## src/sv/spatial_chunk_binning_table_core_defines.svh

```systemverilog
// Assertion macros shared by the spatial chunk binning table RTL.
`ifndef SPATIAL_CHUNK_BINNING_TABLE_CORE_DEFINES_SVH
`define SPATIAL_CHUNK_BINNING_TABLE_CORE_DEFINES_SVH

// Implication checked at every clock edge outside reset.
`define SCBT_ASSERT(label, clk, rstn, prop) \
    label: assert property (@(posedge clk) disable iff (!rstn) prop) \
        else $error("scbt assertion failed");

// Property checked at every clock edge, also during reset.
`define SCBT_ASSERT_ALWAYS(label, clk, prop) \
    label: assert property (@(posedge clk) prop) \
        else $error("scbt assertion failed");

`endif

```

## src/sv/scbt_pkg.sv

```systemverilog
// Shared types, codes and helpers of the spatial chunk binning table.
package scbt_pkg;

    localparam int MAX_CHUNKS  = 256;
    localparam int MAX_OBJECTS = 1024;
    localparam int SLOT_W      = $clog2(MAX_CHUNKS);
    localparam int TOTAL_W     = $clog2(MAX_CHUNKS + 1);
    localparam int ID_W        = $clog2(MAX_OBJECTS);

    // Commands.
    localparam logic [1:0] CMD_REGISTER = 2'd0;
    localparam logic [1:0] CMD_QUERY    = 2'd1;
    localparam logic [1:0] CMD_CLEAR    = 2'd2;

    // Result status codes.
    localparam logic [2:0] ST_NEW_CHUNK = 3'd0;
    localparam logic [2:0] ST_MERGED    = 3'd1;
    localparam logic [2:0] ST_DUPLICATE = 3'd2;
    localparam logic [2:0] ST_FULL      = 3'd3;
    localparam logic [2:0] ST_CLEARED   = 3'd4;
    localparam logic [2:0] ST_REG_YES   = 3'd5;
    localparam logic [2:0] ST_REG_NO    = 3'd6;

    typedef enum logic [3:0] {
        S_SWEEP,
        S_IDLE,
        S_SEEN_RD,
        S_DISPATCH,
        S_DIV,
        S_KEY_RD,
        S_KEY_CMP,
        S_BOX_RD,
        S_BOX_WR
    } seq_state_t;

    // Saturate a 33-bit signed value to 32 bits.
    function automatic logic signed [31:0] sat32(input logic signed [32:0] v);
        logic signed [31:0] r;
        if (v > 33'sd2147483647) begin
            r = 32'sh7FFFFFFF;
        end else if (v < -33'sd2147483648) begin
            r = 32'sh80000000;
        end else begin
            r = v[31:0];
        end
        return r;
    endfunction

endpackage

```

## src/sv/scbt_div.sv

```systemverilog
// Serial floor divider that turns one position into a biased 16-bit chunk coordinate.
module scbt_div
    import scbt_pkg::*;
(
    input  logic               aclk,
    input  logic               aresetn,
    input  logic               start,
    input  logic signed [31:0] dividend,
    input  logic [30:0]        divisor,
    output logic               done,
    output logic [15:0]        coord
);

    logic        busy_reg, busy_next;
    logic        fin_reg, fin_next;
    logic [4:0]  cnt_reg, cnt_next;
    logic        neg_reg, neg_next;
    logic [30:0] div_reg, div_next;
    logic [30:0] rem_reg, rem_next;
    logic [31:0] quo_reg, quo_next;
    logic [15:0] coord_reg, coord_next;
    logic        done_reg, done_next;

    logic [31:0]        trial;
    logic signed [33:0] sval;

    // Control registers.
    always_ff @(posedge aclk) begin
        if (!aresetn) begin
            busy_reg <= 1'b0;
            fin_reg  <= 1'b0;
            done_reg <= 1'b0;
        end else begin
            busy_reg <= busy_next;
            fin_reg  <= fin_next;
            done_reg <= done_next;
        end
    end

    // Datapath registers.
    always_ff @(posedge aclk) begin
        cnt_reg   <= cnt_next;
        neg_reg   <= neg_next;
        div_reg   <= div_next;
        rem_reg   <= rem_next;
        quo_reg   <= quo_next;
        coord_reg <= coord_next;
    end

    // One restoring step per cycle, then a floor and saturation step.
    always_comb begin
        busy_next  = busy_reg;
        fin_next   = 1'b0;
        done_next  = 1'b0;
        cnt_next   = cnt_reg;
        neg_next   = neg_reg;
        div_next   = div_reg;
        rem_next   = rem_reg;
        quo_next   = quo_reg;
        coord_next = coord_reg;
        trial      = {rem_reg, quo_reg[31]};
        sval       = neg_reg ? (-$signed({2'b00, quo_reg}) - $signed({33'd0, |rem_reg}))
                             : $signed({2'b00, quo_reg});
        if (start) begin
            busy_next = 1'b1;
            cnt_next  = 5'd31;
            neg_next  = dividend[31];
            div_next  = (divisor == 31'd0) ? 31'd1 : divisor;
            rem_next  = 31'd0;
            quo_next  = dividend[31] ? (32'd0 - dividend) : dividend;
        end else if (busy_reg) begin
            if (trial >= {1'b0, div_reg}) begin
                rem_next = 31'(trial - {1'b0, div_reg});
                quo_next = {quo_reg[30:0], 1'b1};
            end else begin
                rem_next = trial[30:0];
                quo_next = {quo_reg[30:0], 1'b0};
            end
            cnt_next = cnt_reg - 5'd1;
            if (cnt_reg == 5'd0) begin
                busy_next = 1'b0;
                fin_next  = 1'b1;
            end
        end else if (fin_reg) begin
            if (sval > 34'sd32767) begin
                coord_next = 16'hFFFF;
            end else if (sval < -34'sd32768) begin
                coord_next = 16'h0000;
            end else begin
                coord_next = sval[15:0] ^ 16'h8000;
            end
            done_next = 1'b1;
        end
    end

    assign done  = done_reg;
    assign coord = coord_reg;

endmodule

```

## config.mk

```make
export PLATFORM = sky130hd
export DESIGN_NAME = scbt_div
export DESIGN_NICKNAME = d
export VERILOG_FILES = /design/src/sv/spatial_chunk_binning_table_core_defines.svh /design/src/sv/scbt_pkg.sv /design/src/sv/scbt_div.sv
export SDC_FILE = /design/constraint.sdc
export NUM_CORES = 1
export LEC_CHECK = 0
export ABC_AREA = 1
export BUFFER_PORTS_ARGS = -buffer_cell sky130_fd_sc_hd__buf_2
export CAP_MARGIN = 20
export CORE_MARGIN = 3
export CORE_UTILIZATION = 43
export CTS_BUF_LIST = sky130_fd_sc_hd__clkbuf_8
export CTS_CLUSTER_SIZE = 14
export DETAILED_ROUTE_END_ITERATION = 7
export SETUP_SLACK_MARGIN = 0.2
export SYNTH_ARGS = -nofsm -noshare
export SYNTH_HDL_FRONTEND = slang
export SYNTH_SLANG_ARGS = --single-unit
```

## constraint.sdc

```tcl
create_clock -name aclk -period 6.4 [get_ports aclk]
set_clock_uncertainty 0.05 [all_clocks]
set_input_delay 0.64 -clock aclk [delete_from_list [all_inputs] [get_ports aclk]]
set_output_delay 0.64 -clock aclk [all_outputs]
set_load 0.05 [all_outputs]
```

Yosys cells after proc, flatten, opt, wreduce, memory -nomap -nowiden
Index checks and enable logic that the tools add are counted.
{ "word_totals": {"ff_bits": 119, "input_bits": 66, "output_inout_bits": 17, "elab_cells": 40} }
{ "classes": {"addsub": 5, "n_lt_le_gt_ge": 3, "n_mux": 12, "bitwise": 4, "n_reduce_logical": 7} }
{ "ops": {"columns": ["op", "n"], "rows": [
  ["$mux 32", 3],
  ["$gt 34x16->1 const B", 1],
  ["$lt 34x16->1 const B", 1],
  ["$mux 34", 1],
  ["$neg 32->34", 1],
  ["$sub 34x2->34", 1],
  ["$ge 32x31->1", 1],
  ["$sub 1x32->32 const A", 1],
  ["$logic_not 31->1", 1],
  ["$mux 31", 1],
  ["$reduce_or 31->1", 1],
  ["$sub 31x31->31", 1],
  ["$mux 16", 1],
  ["$mux 1", 6],
  ["$reduce_or 3->1", 2],
  ["$logic_not 5->1", 1],
  ["$sub 5x1->5 const B", 1],
  ["$not 1->1", 4],
  ["$reduce_and 3->1", 1],
  ["$reduce_bool 2->1", 1]
]} }

Logic depth before layout (Yosys ltp)
{ "logic_depth": {"depth_word": 5, "ltp_mapped": 25, "mapped_depth_nobuf": 24} }

Worst setup path after synthesis
No wires, ideal clock.
{ "synth_timing": {"path_type": "register -> register", "startpoint": "reg rem_reg[20]", "endpoint": "reg coord_reg[10], in the netlist coord[10] (data pin)", "setup_time_ns": 0.252, "t_arrival_ns": 2.600, "required_time_ns": 6.098, "setup_slack_ns": 3.498, "stages_incl_launch_ff": 25, "cell_sequence": "dfxtp_1 > nor4_1 > nand4_1 > nor2_1 > ha_1 > ha_1 > inv_1 > ha_1 > inv_1 > nand2_1 > nand2_1 > nand2_1 > nand3_4 > nand2_1 > nand2_1 > nand2_1 > nand3_1 > nand2_1 > nor2_1 > nand3b_1 > nor2_1 > nand2_1 > nand2_4 > buf_8 > nand2_1"} }
{ "synth_between": {"elab_chain_cells": 5, "elab_cells_between_ends": 6} }
{ "synth_lines": {"columns": ["item", "line", "rtl"], "rows": [
  ["from (decl)", "scbt_div.sv:19", "logic [30:0] rem_reg, rem_next;"],
  ["from (signal assigned)", "scbt_div.sv:45", "rem_reg <= rem_next;"],
  ["$reduce_or 31->1 (*)", "scbt_div.sv:62", "sval = neg_reg ? (-$signed({2'b00, quo_reg}) - $signed({33'd0, |rem_reg}))"],
  ["$sub 34x2->34 (*)", "scbt_div.sv:62", null],
  ["$mux 34 (*)", "scbt_div.sv:62", null],
  ["$lt 34x16->1", "scbt_div.sv:87", "end else if (sval < -34'sd32768) begin"],
  ["$mux 16", "scbt_div.sv:87", null],
  ["to (signal assigned)", "scbt_div.sv:47", "coord_reg <= coord_next;"],
  ["to (decl)", "scbt_div.sv:21", "logic [15:0] coord_reg, coord_next;"]
]} }
Mark *: on every way between the ends. The rest lies on a longest branch, timed or not.
A chain may end at the register's enable or synchronous reset.

Final worst setup path
{ "layout_timing": {"startpoint": "reg rem_reg[16]", "endpoint": "reg coord_reg[0], in the netlist coord[0] (data pin)"} }
Same word-level chain as after synthesis.

==> results.md <==
- Initial antenna violation count: 2
- Setup Buffers After CTS: 0
- Worst min-delay path category: input port to flip-flop
- Register area share after synthesis: 0.303
- Worst R2R End: coord[0]
- Antenna-violating nets left: 0
- RD Place Congestion: 0.942
- Post-cts hold buffer count: 0
- Core ar.: 23800 sq um
- I/O Pins: 83
- All-Layer GR Usage: 0.224
- Total wire length: 29100 um
- Clock Tree Buf Depth: 2
- H-tree lvl count: 4
- Buf/Inv on CP: 3
- CP cell instances: nor4_1 > nand4_1 > nor2_1 > ha_1 > ha_1 > inv_1 > ha_1 > inv_1 > nand4_1 > nand3b_1 > nand2_1 > nand3_1 > nand3_1 > nand2_1 > inv_1 > nor2_1 > nand3b_1 > nor2_1 > nand2_1 > nand2_4 > nand2_1
- Slowest CP cell: nor4_1
- WP data required: 6.55 ns
- Initial Util: 0.442
- RSZ-0062 raised after global routing: false
- Clock transition at path regs: 0.08 ns
- # setup viols final: 0
- Starting DRT DRC Count: 576
- Placed cells: 1942
- Mapped cell area: 10500 sq um
- Max_cap viols: 0
- Slew headroom: 0.581
- Crit start category: flip-flop
- Status: complete, no violations
- Total negative slack: 0 ns
- Die H: between 150 and 200 um
- Post-synth EDFFs: 80
- CP Max Fanout: 15
- Setup WS pre-CTS: 2.63 ns
- Critical path class: flip-flop to flip-flop
- Final Max Slew Viols: 0
- FF-to-FF path depth: 21
- # rows: 56
- Max stage delay on crit path: 0.40 ns
- Mean post-synth cell area: 6.59 sq um
- Commonest non-fill, non-tap cell in the layout: nand2_1
- Root buffer cell: clkbuf_8
- Clock latency on the worst-skew pair: roughly 0.45 ns
- TritonCTS clock tree: done
- Post-route minimum period: 3.68 ns
- Overall power: approximately 2.4 mW
- Flop2flop setup slack: 2.72 ns
- Ys Warns: 0
- Critical Path AT: about 3.8 ns
- Post-route non-filler standard cell count: 1976
- Leading cell types in the layout, fill and taps excluded: nand2_1 (498), inv_1 (279), o21ai_0 (108)
- Crit. End Element: flip-flop
- Worst Hold Path EP: div_reg[9]
- Vias in the first global route: 9406
- Final Hold Fails: 0
- DR WL/cell: 14.7 um
- Leak Pwr: 5.88 nW
- Most frequent CP cell: nand2_1
- Gr ovfl total: 0
- Post-route cell area: 11500 sq um
- Mapped Nets: 1729
- Hold path depth: 1
- Die width: between 150 and 200 um
- # DRC: 0
- Placed cell area: 11100 sq um
- Kind of cell adding the most delay to the critical path: simple AND/OR/NAND/NOR gates
- Ys async rst share: 0
- TritonCTS buffer count: 17
- Power Density: 213 nW/um^2
- Unique cell type count in the Yosys netlist: 55
- Synth Instances: between 1500 and 2000
- Largest net degree at the start of global routing: 63
- Setup ws final: approximately 2.7 ns
- Synthesized flop and latch total: 119
- Port Buffers: 82
- Post-cts resize count: 0
- Global-route wire length before repair: 47200 um
- Slew @ Worst Pin: 0.621 ns
- Pre-antenna DRT Iters: 8
- Ys flop type: edfxtp_1
- Number of fill cells: roughly 2500
- Die Area: around 26000 sq um
- Vias per cell: 5.02
- Worst r2r src: rem_reg[16]
- Final #Nets: 1779
- P&R area growth vs syn: 9.50%
- Hold_sp: divisor[9]
- F_max: 271 MHz
- Max VDD drop: 0.000121 V
- CTS Sinks: 119
- Period utilization: 0.576
- Via Count: 9926
- Detailed Place HPWL: about 23000 um
- Share of layout cells above drive strength 1: 0.102
- Max FFs per register: 32
metrics by stage:
step	utilization	hold slack [ns]
2_1_floorplan	-	0.373
3_3_place_gp	0.467	0.403
3_5_place_dp	0.467	0.404
4_1_cts	0.483	0.298
5_1_grt	0.484	0.295
6_report	0.484	0.327
where the power goes:
group	total, mW	switching [mW]	internal (mW)
combinational	0.867	0.577	0.290
sequential	0.912	0.0346	0.877
clock	0.671	0.330	0.341
total	2.45	0.941	1.51
logic make-up after synthesis:
family | share of synthesized area
fa+ha+maj | 0.0841
flops | 0.303
simple gates | 0.323
compound gates | 0.119
buf+inv | 0.127
xor+xnor | 0.0442
cells in the mapped netlist, types with 16 or more instances:
library cell	number	share of area
a21oi_1	60	0.029
clkbuf_1	49	0.018
dfxtp_1	39	0.074
edfxtp_1	80	0.23
ha_1	69	0.082
inv_1	276	0.099
nand2_1	498	0.18
nand3_1	73	0.035
nand4_1	21	0.013
nor2_1	104	0.037
nor3_1	18	0.0086
nor4_1	16	0.0095
o211ai_1	17	0.012
o21ai_0	108	0.051
xnor2_1	26	0.022
xor2_1	27	0.023
layout make-up:
cell class                 instances  area [sq um]  area share
clock buffer                      17           234      0.0203
sequential                       119          3180       0.277
clock inverter                    15           141      0.0123
timing repair buffer              91           498      0.0433
tap                              319           399      0.0347
multi-input combinational       1134          5990       0.521
inverter                         280          1050      0.0914
antenna                            1          2.50    0.000218
worst max-delay path by stage:
stage,from,endpoint,slack [ns],depth (start not counted)
final,rem_reg[16],coord[0],2.72,21
after global routing,rem_reg[16],coord[0],2.36,21
after CTS,rem_reg[16],coord[0],2.63,21
after detailed placement,rem_reg[16],coord[0],2.63,21
after global placement,rem_reg[16],coord[1],2.68,21
after floorplan,rem_reg[20],coord[10],3.50,24
metal layers:
layer,track usage,share of wire,up-vias
met5,0,0.00058,-
met4,0.0427,0.0071,2
met3,0.0337,0.040,14
met2,0.401,0.50,180
met1,0.287,0.45,4527
li1,-,-,5203
(Power assumes the default switching activity.)
